===== src/sv/fwbc_pkg.sv =====
// Shared types and constants for the FIFO write-back cache.
package fwbc_pkg;

  localparam int unsigned KEY_W     = 32;
  localparam int unsigned VALUE_W   = 32;
  localparam int unsigned CAP_W     = 5;
  localparam logic [CAP_W-1:0] CAP_RESET = 5'd16;

  typedef enum logic [1:0] {
    REQ_SET   = 2'd0,
    REQ_GET   = 2'd1,
    REQ_FILL  = 2'd2,
    REQ_FLUSH = 2'd3
  } req_type_e;

  typedef enum logic [2:0] {
    KIND_DONE      = 3'd0,
    KIND_READ      = 3'd1,
    KIND_FETCH     = 3'd2,
    KIND_WRITEBACK = 3'd3,
    KIND_ERROR     = 3'd4
  } result_kind_e;

  typedef struct packed {
    req_type_e            req_type;
    logic [KEY_W-1:0]     key;
    logic [VALUE_W-1:0]   value;
    logic                 fill_failed;
  } req_t;

  typedef struct packed {
    result_kind_e         result_kind;
    logic [KEY_W-1:0]     out_key;
    logic [VALUE_W-1:0]   out_value;
    logic                 last;
  } rsp_t;

  typedef enum logic [2:0] {
    CELL_HOLD,
    CELL_MATCH,
    CELL_WRITE_HIT,
    CELL_INSTALL,
    CELL_TOKEN_SHIFT,
    CELL_TOKEN_CLEAR
  } cell_op_e;

  typedef enum logic [1:0] {
    RD_HIT,
    RD_SLOT,
    RD_TOKEN
  } rd_src_e;

  typedef struct packed {
    cell_op_e             op;
    rd_src_e              rd_src;
    logic [KEY_W-1:0]     key;
    logic [VALUE_W-1:0]   value;
    logic                 dirty;
  } cell_cmd_t;

  // Read-out bus that each cell ORs its selected entry onto.
  typedef struct packed {
    logic                 found;
    logic                 vdirty;
    logic [KEY_W-1:0]     key;
    logic [VALUE_W-1:0]   value;
  } cell_bus_t;

  typedef enum logic [1:0] {
    ST_IDLE,
    ST_DECIDE,
    ST_TAIL,
    ST_FLUSH
  } state_e;

endpackage


===== src/sv/fifo_writeback_cache.sv =====
// Fully associative write-back cache with FIFO replacement, built as a chain of entry cells.
// The cache handles one request at a time. A set, get or fill is accepted and then decided
// against the match flags the cells registered at accept, and it passes through a tail step
// when it produces two results, a write-back ahead of the done or read data. A flush walks a
// token through the cell chain one entry per cycle while out_stall_i does not hold the output
// register, and each dirty entry becomes one write-back. The valid and dirty flags clear
// at reset at once, so the cache takes requests as soon as reset is released. The capacity
// register is written only while the cache is idle; values above ENTRIES act as ENTRIES and
// zero gives pass-through.
module fifo_writeback_cache
  import fwbc_pkg::*;
#(
  parameter int unsigned ENTRIES = 16
) (
  input  logic             clk_i,
  input  logic             rst_ni,
  input  logic             in_valid_i,
  output logic             in_stall_o,
  input  req_t             in_data_i,
  output logic             out_valid_o,
  input  logic             out_stall_i,
  output rsp_t             out_data_o,
  input  logic             cfg_valid_i,
  output logic             cfg_ready_o,
  input  logic [CAP_W-1:0] cfg_data_i
);

  localparam int unsigned IDX_W = (ENTRIES > 1) ? $clog2(ENTRIES) : 1;
  localparam int unsigned CNT_W = $clog2(ENTRIES + 1);

  state_e             state_q, state_d;
  req_t               req_q, req_d;
  logic [CAP_W-1:0]   cfg_q;
  logic [CNT_W-1:0]   fill_count_q, fill_count_d;
  logic [IDX_W-1:0]   cursor_q, cursor_d;
  result_kind_e       tail_kind_q, tail_kind_d;
  logic               out_valid_q;
  rsp_t               out_q, out_d;
  logic               emit;

  logic [CNT_W-1:0]   cap;
  logic               cap_zero;
  logic               full;
  logic [IDX_W-1:0]   cur_eff;
  logic [IDX_W-1:0]   cur_next;
  logic [IDX_W-1:0]   slot;
  logic [ENTRIES-1:0] cell_en;
  logic [ENTRIES-1:0] slot_sel;
  logic               out_free;
  logic               accept;
  logic               hit;
  logic               victim_wb;
  logic               two_results;

  cell_cmd_t          cmd;
  logic [ENTRIES:0]   hit_w;
  logic [ENTRIES:0]   tok_w;
  cell_bus_t          bus_w [ENTRIES+1];
  cell_bus_t          chain_out;

  // ---------------------------------------------------------------- cell chain
  assign hit_w[0] = 1'b0;
  assign bus_w[0] = '0;

  // The walk token enters the first cell as a flush leaves the decide step.
  assign tok_w[0] = (state_q == ST_DECIDE) && (req_q.req_type == REQ_FLUSH);

  for (genvar i = 0; i < ENTRIES; i++) begin : g_cell
    assign cell_en[i]  = (CNT_W'(i) < cap);
    assign slot_sel[i] = (slot == IDX_W'(i));

    fwbc_cell u_cell (
      .clk_i      (clk_i),
      .rst_ni     (rst_ni),
      .cmd_i      (cmd),
      .en_i       (cell_en[i]),
      .slot_sel_i (slot_sel[i]),
      .hit_i      (hit_w[i]),
      .hit_o      (hit_w[i+1]),
      .tok_i      (tok_w[i]),
      .tok_o      (tok_w[i+1]),
      .bus_i      (bus_w[i]),
      .bus_o      (bus_w[i+1])
    );
  end

  assign chain_out = bus_w[ENTRIES];
  assign hit       = hit_w[ENTRIES];

  // ---------------------------------------------------------------- slot bookkeeping
  always_comb begin
    if ({{(32-CAP_W){1'b0}}, cfg_q} > 32'(ENTRIES)) begin
      cap = CNT_W'(ENTRIES);
    end else begin
      cap = CNT_W'(cfg_q);
    end
  end

  assign cap_zero = (cap == '0);
  assign full     = (fill_count_q >= cap);
  assign cur_eff  = (CNT_W'(cursor_q) >= cap) ? '0 : cursor_q;
  assign cur_next = ((CNT_W'(cur_eff) + CNT_W'(1)) >= cap) ? '0 : cur_eff + IDX_W'(1);
  assign slot     = full ? cur_eff : fill_count_q[IDX_W-1:0];

  assign out_free  = !out_valid_q || !out_stall_i;
  assign accept    = in_valid_i && !in_stall_o;
  assign victim_wb = !cap_zero && chain_out.vdirty;

  always_comb begin
    two_results = 1'b0;
    case (req_q.req_type)
      REQ_SET:  two_results = !hit && (cap_zero || victim_wb);
      REQ_FILL: two_results = !req_q.fill_failed && !hit && victim_wb;
      default:  two_results = 1'b0;
    endcase
  end

  // ---------------------------------------------------------------- next state
  always_comb begin
    state_d = state_q;
    case (state_q)
      ST_IDLE: begin
        if (accept) state_d = ST_DECIDE;
      end
      ST_DECIDE: begin
        if (req_q.req_type == REQ_FLUSH) begin
          state_d = ST_FLUSH;
        end else if (out_free) begin
          state_d = two_results ? ST_TAIL : ST_IDLE;
        end
      end
      ST_TAIL: begin
        if (out_free) state_d = ST_IDLE;
      end
      ST_FLUSH: begin
        if (!chain_out.found && out_free) state_d = ST_IDLE;
      end
      default: state_d = ST_IDLE;
    endcase
  end

  // ---------------------------------------------------------------- outputs
  always_comb begin
    in_stall_o   = (state_q != ST_IDLE);
    cfg_ready_o  = (state_q == ST_IDLE);
    cmd.op       = CELL_HOLD;
    cmd.rd_src   = RD_HIT;
    cmd.key      = req_q.key;
    cmd.value    = req_q.value;
    cmd.dirty    = 1'b0;
    req_d        = req_q;
    fill_count_d = fill_count_q;
    cursor_d     = cursor_q;
    tail_kind_d  = tail_kind_q;
    emit         = 1'b0;
    out_d        = out_q;

    case (state_q)
      ST_IDLE: begin
        if (accept) begin
          req_d   = in_data_i;
          cmd.op  = CELL_MATCH;
          cmd.key = in_data_i.key;
        end
      end

      ST_DECIDE: begin
        cmd.rd_src = hit ? RD_HIT : RD_SLOT;
        if (req_q.req_type == REQ_FLUSH) begin
          // Put the walk token into the first cell.
          cmd.op = CELL_TOKEN_SHIFT;
        end else if (out_free) begin
          emit              = 1'b1;
          out_d.result_kind = KIND_DONE;
          out_d.out_key     = '0;
          out_d.out_value   = '0;
          out_d.last        = !two_results;
          case (req_q.req_type)
            REQ_SET: begin
              tail_kind_d = KIND_DONE;
              if (hit) begin
                cmd.op = CELL_WRITE_HIT;
              end else if (cap_zero) begin
                out_d.result_kind = KIND_WRITEBACK;
                out_d.out_key     = req_q.key;
                out_d.out_value   = req_q.value;
              end else begin
                cmd.op    = CELL_INSTALL;
                cmd.dirty = 1'b1;
                if (victim_wb) begin
                  out_d.result_kind = KIND_WRITEBACK;
                  out_d.out_key     = chain_out.key;
                  out_d.out_value   = chain_out.value;
                end
              end
            end
            REQ_GET: begin
              out_d.out_key = req_q.key;
              if (hit) begin
                out_d.result_kind = KIND_READ;
                out_d.out_value   = chain_out.value;
              end else begin
                out_d.result_kind = KIND_FETCH;
              end
            end
            REQ_FILL: begin
              tail_kind_d   = KIND_READ;
              out_d.out_key = req_q.key;
              if (req_q.fill_failed) begin
                out_d.result_kind = KIND_ERROR;
              end else if (hit) begin
                out_d.result_kind = KIND_READ;
                out_d.out_value   = chain_out.value;
              end else begin
                if (!cap_zero) cmd.op = CELL_INSTALL;
                if (victim_wb) begin
                  out_d.result_kind = KIND_WRITEBACK;
                  out_d.out_key     = chain_out.key;
                  out_d.out_value   = chain_out.value;
                end else begin
                  out_d.result_kind = KIND_READ;
                  out_d.out_value   = req_q.value;
                end
              end
            end
            default: ;
          endcase
          if (cmd.op == CELL_INSTALL) begin
            if (full) begin
              cursor_d = cur_next;
            end else begin
              fill_count_d = fill_count_q + CNT_W'(1);
            end
          end
        end
      end

      ST_TAIL: begin
        if (out_free) begin
          emit              = 1'b1;
          out_d.result_kind = tail_kind_q;
          out_d.last        = 1'b1;
          if (tail_kind_q == KIND_READ) begin
            out_d.out_key   = req_q.key;
            out_d.out_value = req_q.value;
          end else begin
            out_d.out_key   = '0;
            out_d.out_value = '0;
          end
        end
      end

      ST_FLUSH: begin
        cmd.rd_src = RD_TOKEN;
        if (!chain_out.found) begin
          // The token has left the slots in use.
          if (out_free) begin
            cmd.op            = CELL_TOKEN_CLEAR;
            emit              = 1'b1;
            out_d.result_kind = KIND_DONE;
            out_d.out_key     = '0;
            out_d.out_value   = '0;
            out_d.last        = 1'b1;
          end
        end else if (chain_out.vdirty) begin
          if (out_free) begin
            cmd.op            = CELL_TOKEN_SHIFT;
            emit              = 1'b1;
            out_d.result_kind = KIND_WRITEBACK;
            out_d.out_key     = chain_out.key;
            out_d.out_value   = chain_out.value;
            out_d.last        = 1'b0;
          end
        end else begin
          cmd.op = CELL_TOKEN_SHIFT;
        end
      end

      default: ;
    endcase
  end

  // ---------------------------------------------------------------- registers
  always_ff @(posedge clk_i or negedge rst_ni) begin
    if (!rst_ni) begin
      state_q      <= ST_IDLE;
      cfg_q        <= CAP_RESET;
      fill_count_q <= '0;
      cursor_q     <= '0;
      out_valid_q  <= 1'b0;
    end else begin
      state_q      <= state_d;
      fill_count_q <= fill_count_d;
      cursor_q     <= cursor_d;
      out_valid_q  <= emit || (out_valid_q && out_stall_i);
      if (cfg_valid_i && cfg_ready_o) cfg_q <= cfg_data_i;
    end
  end

  always_ff @(posedge clk_i) begin
    req_q       <= req_d;
    tail_kind_q <= tail_kind_d;
    if (emit) out_q <= out_d;
  end

  assign out_valid_o = out_valid_q;
  assign out_data_o  = out_q;

  // ---------------------------------------------------------------- assertions
  a_accept_to_decide: assert property (@(posedge clk_i) disable iff (!rst_ni)
    accept |=> state_q == ST_DECIDE)
    else $error("accepted transaction did not move on to the decide step");

  a_last_ends_request: assert property (@(posedge clk_i) disable iff (!rst_ni)
    (emit && out_d.last) |=> state_q == ST_IDLE)
    else $error("final result sent while the request was still in progress");

  a_token_single: assert property (@(posedge clk_i) disable iff (!rst_ni)
    $onehot0(tok_w[ENTRIES:1]))
    else $error("more than one flush token in the cell chain");

  a_fill_bound: assert property (@(posedge clk_i) disable iff (!rst_ni)
    32'(fill_count_q) <= 32'(ENTRIES))
    else $error("fill count beyond the number of entries");

  a_token_idle: assert property (@(posedge clk_i) disable iff (!rst_ni)
    (state_q == ST_IDLE) |-> (tok_w[ENTRIES:1] == '0))
    else $error("flush token left in the chain after a flush");

endmodule


===== src/sv/fwbc_cell.sv =====
// One cache entry cell with its match flag, flush token and chain links.
module fwbc_cell
  import fwbc_pkg::*;
(
  input  logic      clk_i,
  input  logic      rst_ni,
  input  cell_cmd_t cmd_i,
  input  logic      en_i,
  input  logic      slot_sel_i,
  input  logic      hit_i,
  output logic      hit_o,
  input  logic      tok_i,
  output logic      tok_o,
  input  cell_bus_t bus_i,
  output cell_bus_t bus_o
);

  logic               valid_q, valid_d;
  logic               dirty_q, dirty_d;
  logic               match_q, match_d;
  logic               tok_q, tok_d;
  logic [KEY_W-1:0]   key_q, key_d;
  logic [VALUE_W-1:0] value_q, value_d;
  logic               first;
  logic               sel;
  logic               wr_hit;
  logic               wr_inst;

  // The lowest matching cell wins: a hit further up the chain masks this one.
  assign first = match_q & ~hit_i;
  assign hit_o = hit_i | match_q;
  assign tok_o = tok_q;

  always_comb begin
    case (cmd_i.rd_src)
      RD_HIT:   sel = first;
      RD_SLOT:  sel = slot_sel_i;
      RD_TOKEN: sel = tok_q & en_i;
      default:  sel = 1'b0;
    endcase
  end

  always_comb begin
    bus_o.found  = bus_i.found | sel;
    bus_o.vdirty = bus_i.vdirty | (sel & valid_q & dirty_q);
    bus_o.key    = bus_i.key | ({KEY_W{sel}} & key_q);
    bus_o.value  = bus_i.value | ({VALUE_W{sel}} & value_q);
  end

  assign wr_hit  = (cmd_i.op == CELL_WRITE_HIT) & first;
  assign wr_inst = (cmd_i.op == CELL_INSTALL) & slot_sel_i;

  always_comb begin
    valid_d = valid_q;
    dirty_d = dirty_q;
    match_d = match_q;
    tok_d   = tok_q;
    key_d   = key_q;
    value_d = value_q;
    case (cmd_i.op)
      CELL_MATCH: begin
        match_d = valid_q & en_i & (key_q == cmd_i.key);
      end
      CELL_WRITE_HIT: begin
        if (wr_hit) begin
          value_d = cmd_i.value;
          dirty_d = 1'b1;
        end
      end
      CELL_INSTALL: begin
        if (wr_inst) begin
          valid_d = 1'b1;
          dirty_d = cmd_i.dirty;
          key_d   = cmd_i.key;
          value_d = cmd_i.value;
        end
      end
      CELL_TOKEN_SHIFT: tok_d = tok_i;
      CELL_TOKEN_CLEAR: tok_d = 1'b0;
      default: ;
    endcase
  end

  always_ff @(posedge clk_i or negedge rst_ni) begin
    if (!rst_ni) begin
      valid_q <= 1'b0;
      dirty_q <= 1'b0;
      match_q <= 1'b0;
      tok_q   <= 1'b0;
    end else begin
      valid_q <= valid_d;
      dirty_q <= dirty_d;
      match_q <= match_d;
      tok_q   <= tok_d;
    end
  end

  // Key and data are only ever read while the valid flag is set.
  always_ff @(posedge clk_i) begin
    key_q   <= key_d;
    value_q <= value_d;
  end

endmodule


===== config.mk =====
export PLATFORM = sky130hd
export DESIGN_NAME = fifo_writeback_cache
export DESIGN_NICKNAME = d
export VERILOG_FILES = /design/src/sv/fwbc_pkg.sv /design/src/sv/fifo_writeback_cache.sv /design/src/sv/fwbc_cell.sv
export SDC_FILE = /design/constraint.sdc
export NUM_CORES = 2
export LEC_CHECK = 0
export BUFFER_PORTS_ARGS = -buffer_cell sky130_fd_sc_hd__buf_2
export CORE_MARGIN = 4
export CORE_UTILIZATION = 55
export CTS_BUF_LIST = sky130_fd_sc_hd__clkbuf_4 sky130_fd_sc_hd__clkbuf_8
export DETAILED_ROUTE_END_ITERATION = 6
export PLACE_DENSITY = 0.74
export SLEW_MARGIN = 20
export SYNTH_ARGS = -nofsm -noshare
export SYNTH_HDL_FRONTEND = slang
export SYNTH_SLANG_ARGS = --single-unit
export TNS_END_PERCENT = 1

===== constraint.sdc =====
create_clock -name clk_i -period 6.3 [get_ports clk_i]
set_clock_uncertainty 0.1 [all_clocks]
set_input_delay 0 -clock clk_i [delete_from_list [all_inputs] [get_ports clk_i]]
set_output_delay 0 -clock clk_i [all_outputs]
set_load 0.005 [all_outputs]

After elaboration in Yosys (flattened, before gate mapping)
Index checks and enable logic that the tools add are counted.
{"block": "op_classes", "div": 0, "n_lt_le_gt_ge": 20, "muxes": 195, "n_reduce_logical": 68, "bitwise": 251, "shift": 0, "multipliers": 0, "eq_ne": 87, "addsub": 3}
{"operator": "two-way mux 32 bit", "count": 39}
{"operator": "bitwise AND 32 bit", "count": 32}
{"operator": "one-hot mux 32 bit (2 select lines)", "count": 16}
{"operator": "OR 32 bit", "count": 30}
{"operator": "equality test 32 bit", "count": 16}
{"operator": "two-way mux 68 bit", "count": 7}
{"operator": "one-hot mux 68 bit (3 select lines)", "count": 1}
{"operator": "one-hot mux 67 bit (3 select lines)", "count": 1}
{"operator": "two-way mux 66 bit", "count": 3}
{"operator": "two-way mux 64 bit", "count": 2}
{"operator": "bitwise AND 1 bit", "count": 127}
{"operator": "inequality test 2 x 1 -> 1 bit, second input constant", "count": 33}
{"operator": "one-hot mux 1 bit (2 select lines)", "count": 33}
{"operator": "one-hot mux 1 bit (3 select lines)", "count": 17}
{"operator": "AND reduction 3 bit", "count": 16}
{"operator": "OR 1 bit", "count": 45}
{"operator": "two-way mux 1 bit", "count": 44}
{"operator": "less-than comparator 4 x 5 -> 1 bit, first input constant", "count": 8}
{"operator": "two-way mux 3 bit", "count": 12}
{"operator": "AND reduction 2 bit", "count": 17}
{"operator": "equality test 4 bit, second input constant", "count": 8}
{"operator": "two-way mux 2 bit", "count": 11}
{"operator": "less-than comparator 3 x 5 -> 1 bit, first input constant", "count": 4}
{"operator": "NOT 1 bit", "count": 17}
{"operator": "36 further kinds", "count": 85}
{"block": "totals", "latch_bits": 0, "mem_count": 0, "word_cells": 734, "romBits": 0, "mem_bits_rw": 0, "input_bits": 77, "out_inout_bits": 71, "reg_bits": 1243}

Logic depth before layout (Yosys ltp)
{"block": "logic_depth", "word_depth": 44, "depth_mapped": 17, "mapped_depth_nobuf": 16}

By module
A second synthesis with hierarchy kept.
{"block": "hier_totals", "cells_unflattened": 3773, "hier_area_um2": 55792.3}
{"module": "fwbc_cell", "instances": 16, "area_per_inst_um2": 3039.2, "cells_per_inst": 204, "seq_area_each_um2": 2021.9}
{"module": "fifo_writeback_cache", "instances": 1, "area_per_inst_um2": 7165.6, "cells_per_inst": 509, "seq_area_each_um2": 4510.6}

Worst setup path after synthesis
OpenSTA, ideal clock, no wires.
{"block": "synth_path", "kind": "reg2reg", "startpoint": "register cfg_q[4]", "endpoint": "register out_q, in the netlist out_data_o[0] (enable)", "arrival_time_ps": 6152, "period_less_slack_ps": 6746, "path_slack_ps": -446, "setup_time_ps": 494, "n_path_buf": 4, "t_required_ps": 5706, "stages_incl_launch_ff": 17, "path_cell_list": "dfstp_2 clkbuf_1 nor2b_1 ha_1 nor2b_1 o21a_1 o21ai_1 clkbuf_1 o31ai_1 clkbuf_1 a21oi_1 nor4_1 and2_1 a21o_1 buf_2 o22ai_1 nor2_1"}
{"block": "synth_via", "elab_chain_cells": 28, "word_cells_on_any_way": 139, "classes_between": "19 x order compare; 18 x eq/ne; 22 x mux; 78 x bitwise; 2 x reduce/logical"}
{"item": "from (decl)", "line": "fifo_writeback_cache.sv:33", "text": "logic [CAP_W-1:0] cfg_q;"}
{"item": "from (signal assigned)", "line": "fifo_writeback_cache.sv:296", "text": "if (cfg_valid_i && cfg_ready_o) cfg_q <= cfg_data_i;"}
{"item": "greater-than comparator 5 bit", "line": "fifo_writeback_cache.sv:92", "text": "if ({{(32-CAP_W){1'b0}}, cfg_q} > 32'(ENTRIES)) begin"}
{"item": "two-way mux 5 bit *", "line": "fifo_writeback_cache.sv:92"}
{"item": "greater-or-equal comparator 4 x 5 -> 1 bit", "line": "fifo_writeback_cache.sv:101", "text": "assign cur_eff = (CNT_W'(cursor_q) >= cap) ? '0 : cursor_q;"}
{"item": "two-way mux 4 bit", "line": "fifo_writeback_cache.sv:101"}
{"item": "two-way mux 4 bit", "line": "fifo_writeback_cache.sv:103", "text": "assign slot = full ? cur_eff : fill_count_q[IDX_W-1:0];"}
{"item": "equality test 4 x 1 -> 1 bit or logical NOT 4 bit (tied branches)", "line": "fifo_writeback_cache.sv:70", "text": "assign slot_sel[i] = (slot == IDX_W'(i));"}
{"item": "one-hot mux 1 bit (3 select lines)", "line": "fwbc_cell.sv:35", "text": "case (cmd_i.rd_src)"}
{"item": "bitwise AND 1 bit (2 in series)", "line": "fwbc_cell.sv:45", "text": "bus_o.vdirty = bus_i.vdirty | (sel & valid_q & dirty_q);"}
{"item": "OR 1 bit (15 in series)", "line": "fwbc_cell.sv:45"}
{"item": "two-way mux 1 bit", "line": "fifo_writeback_cache.sv:265", "text": "end else if (chain_out.vdirty) begin"}
{"item": "two-way mux 1 bit", "line": "fifo_writeback_cache.sv:255", "text": "if (!chain_out.found) begin"}
{"item": "one-hot mux 1 bit (3 select lines)", "line": "fifo_writeback_cache.sv:158", "text": "case (state_q)"}
{"item": "AND reduction 8 bit (no line) *"}
{"item": "to (signal assigned)", "line": "fifo_writeback_cache.sv:303", "text": "if (emit) out_q <= out_d;"}
{"item": "to (decl)", "line": "fifo_writeback_cache.sv:38", "text": "rsp_t out_q, out_d;"}
Mark *: on every way between the ends. The rest lies on a longest branch, timed or not.
A chain may end at the register's enable or synchronous reset.

==> metrics.txt <==
outcome=complete, but fails checks; failing checks=design-rule violations; Levels on crit path=15; row cnt=113; share of layout cells above drive strength 1=18.9%; RSZ-0062 raised after global routing=no; num ports=148; Setup TNS=0 ns; Tot Pwr=26.5 mW; Final ANT Viol Nets=0; crit share post-route=90.4%; crit-path most repeated cell=buf_4; r2r startpoint=cfg_q[4]; DRT iter0 DRCs=7303; die span in y=318 um; Post-CTS Resized=0; Top FF cell, synth=edfxtp_1; R2R depth=15; Fmax achieved=0.176 GHz; CP Cell Sequence=inv_2 -> nand2_1 -> ha_1 -> a21oi_1 -> o21ai_1 -> a21oi_2 -> nor4b_1 -> or3_4 -> a311oi_1 -> nand4_1 -> or4_4 -> buf_4 -> a31oi_4 -> buf_4 -> o2bb2ai_1; fin crit period=5.69 ns; largest net degree at the start of global routing=66; Pleak=20.2 nW; critical path arrival=6.18 ns; FF+latch area=36900 um^2; worst hold start=cfg_valid_i; critical path startpoint category=flop; post-DR wirelength/cell=35.8 um; syn nets=3547; CP max stage delay=0.69 ns; Fill cells=6750; delay-heaviest family, CP=compound AO/OA/AOI/OAI gates; DR vias=37200; Final Util=64.9%; final net count=3987; count of non-filler cells in the finished layout=5330; placed insts=4805; gr ovfl total=0; HP Class=in -> reg; P&R area growth vs syn=16.9%; Max-Cap Viols=0; die width=318 um; Post-synth EDFFs=1160; number of synthesis warnings=0; RePlAce Congestion=1.09; Clock Sinks=1241; Slew @ Worst Pin=1.25 ns; synthesized area per cell=15.3 um^2; clock root buffer=clkbuf_8; RR Endpoint=out_data_o[47]; Finish-stage setup viols=0; Yosys reg bits=1241; total track usage=37.0%; clk_lat worst skew=0.89 ns; worst hold path depth=4; CTS tree=built; hpwl dp=126000 um; core area=95300 um^2; Worst Setup Path Type=reg -> reg; Pre-Repair DR Iteration Count=7; postcts setup bufs=0; synthesized cell area=52900 um^2; CTS buffer count=194; Starting Density=55.5%; overall routed net length=191000 um; WP buf/inv=3; Yosys cell types=85; Power per Cell Area=428 nW/um^2; R2R Setup Slk=0.61 ns; multi-input logic area=15400 um^2; CP Max Fanout=23; sequential share of the synthesized area=69.6%; H-Tree Depth=4; Synth area leaders=edfxtp_1, xnor2_1, dfrtp_1, xor2_1, a222oi_1; Clock Tree Buf Depth=3; vias in the first global route=35100; Hold EP=cfg_q[4]; slew margin rel.=15.6%; hold_buf cts=158; DRC viols=14; asr flop ratio synth=6.53%; PortBufs=147; CP max-delay cell=dfstp_2; initial antenna violation count=18; vias per cell=6.98; Final Hold Fails=0; CP endpoint kind=flop; max-slew violations=0; Worst EP required=6.79 ns; top-count cell post-synth=edfxtp_1; area share of the largest cell type after synthesis=65.8%; instance count of the mapped netlist=3454; leading area contributor after synthesis=edfxtp_1; hold slack=0.115 ns; die area=101000 um^2; clock slew at reported path FFs=0.07 ns; global-route wire length before repair=267000 um; Worst VDD drop=0.250 mV; top post-synthesis cells by count=edfxtp_1, xnor2_1, xor2_1
-- logic make-up (layout without fill, tap and decap cells) --
group,count (synthesis),after routing,synth area share (%)
other,0,10,0
xor gates and xnor gates,501,501,8.29
adders and majority gates,16,16,0.378
buffers and inverters,274,875,2.23
AOI/OAI and AO/OA,732,732,11.7
and+or+nand+nor,645,645,6.80
DFF,1241,1241,69.6
muxes,45,45,0.936
-- power by group --
part | switching, mW | leakage [nW] | internal, mW
clock network | 3.25 | 2.13 | 3.83
logic | 6.05 | 6.51 | 2.66
registers | 0.553 | 11.6 | 10.1
total | 9.86 | 20.2 | 16.6
-- metal layers --
metal / share of wire, % / GRT usage (%) / up-vias
met1: 37 / 51.3 / 18500
met4: 4.9 / 15.5 / 14
met5: 0.10 / 0.426 / -
li1: - / - / 14800
met3: 16 / 14.0 / 525
met2: 43 / 52.8 / 3322
-- state kept, by name (all words and copies together) (netlist names), 4 cells and up --
signal / count
g_cell.u_cell.match_q: 16
g_cell.u_cell.key_q: 512
cursor_q: 4
g_cell.u_cell.tok_o: 16
g_cell.u_cell.value_q: 512
cfg_q: 5
out_data_o: 68
req_q: 35
fill_count_q: 5
g_cell.u_cell.valid_q: 16
cmd: 32
g_cell.u_cell.dirty_q: 16
-- layout make-up --
type	instances	area share (%)
sequential	1241	59.6
multi-input combinational	1939	24.9
timing repair buffer	443	5.96
clock buffer	277	5.36
tap	1265	2.56
clock inverter	80	1.15
inverter	75	0.463
antenna	10	0.0404
-- cell usage in the layout (no fill, tap or decap), drive strengths merged, types with 80 or more instances in the layout --
master | Yosys | routed
edfxtp | 1160 | 1160
xnor2 | 308 | 308
buf | 106 | 286
clkbuf | 93 | 277
xor2 | 193 | 193
dlygate4sd3 | 0 | 157
a222oi | 149 | 149
nand2 | 138 | 138
nand4 | 114 | 114
a22oi | 109 | 109
nor4 | 98 | 98
a22o | 90 | 90
inv | 74 | 81
dfrtp | 80 | 80
-- worst min-delay path, stage by stage --
cell           delay (ns)
buf_2                0.07
and2_1               0.27
o21ai_0              0.15
dlygate4sd3_1        0.58
-- how the worst max path moves through the flow --
| stage | endpoint | from | slack, ns |
|---|---|---|---|
| 3_5_place_dp | out_data_o[35] | cfg_q[4] | 0.80 |
| 5_1_grt | g_cell[8].u_cell.key_q[29] | cfg_q[1] | 0.34 |
| 3_3_place_gp | out_data_o[35] | cfg_q[4] | 0.78 |
| 2_1_floorplan | g_cell[10].u_cell.value_q[0] | state_q[1] | -0.17 |
| 6_report | out_data_o[47] | cfg_q[4] | 0.61 |
| 4_1_cts | out_data_o[47] | cfg_q[4] | 0.80 |
-- per-stage QoR --
stage | cell area, um^2 | setup WS [ns]
2_1_floorplan | 52900 | -0.175
3_3_place_gp | 56200 | 0.784
3_5_place_dp | 56200 | 0.798
4_1_cts | 61900 | 0.796
5_1_grt | 61900 | 0.338
6_report | 61900 | 0.605
Note: power is estimated with default switching activity, not from simulation.
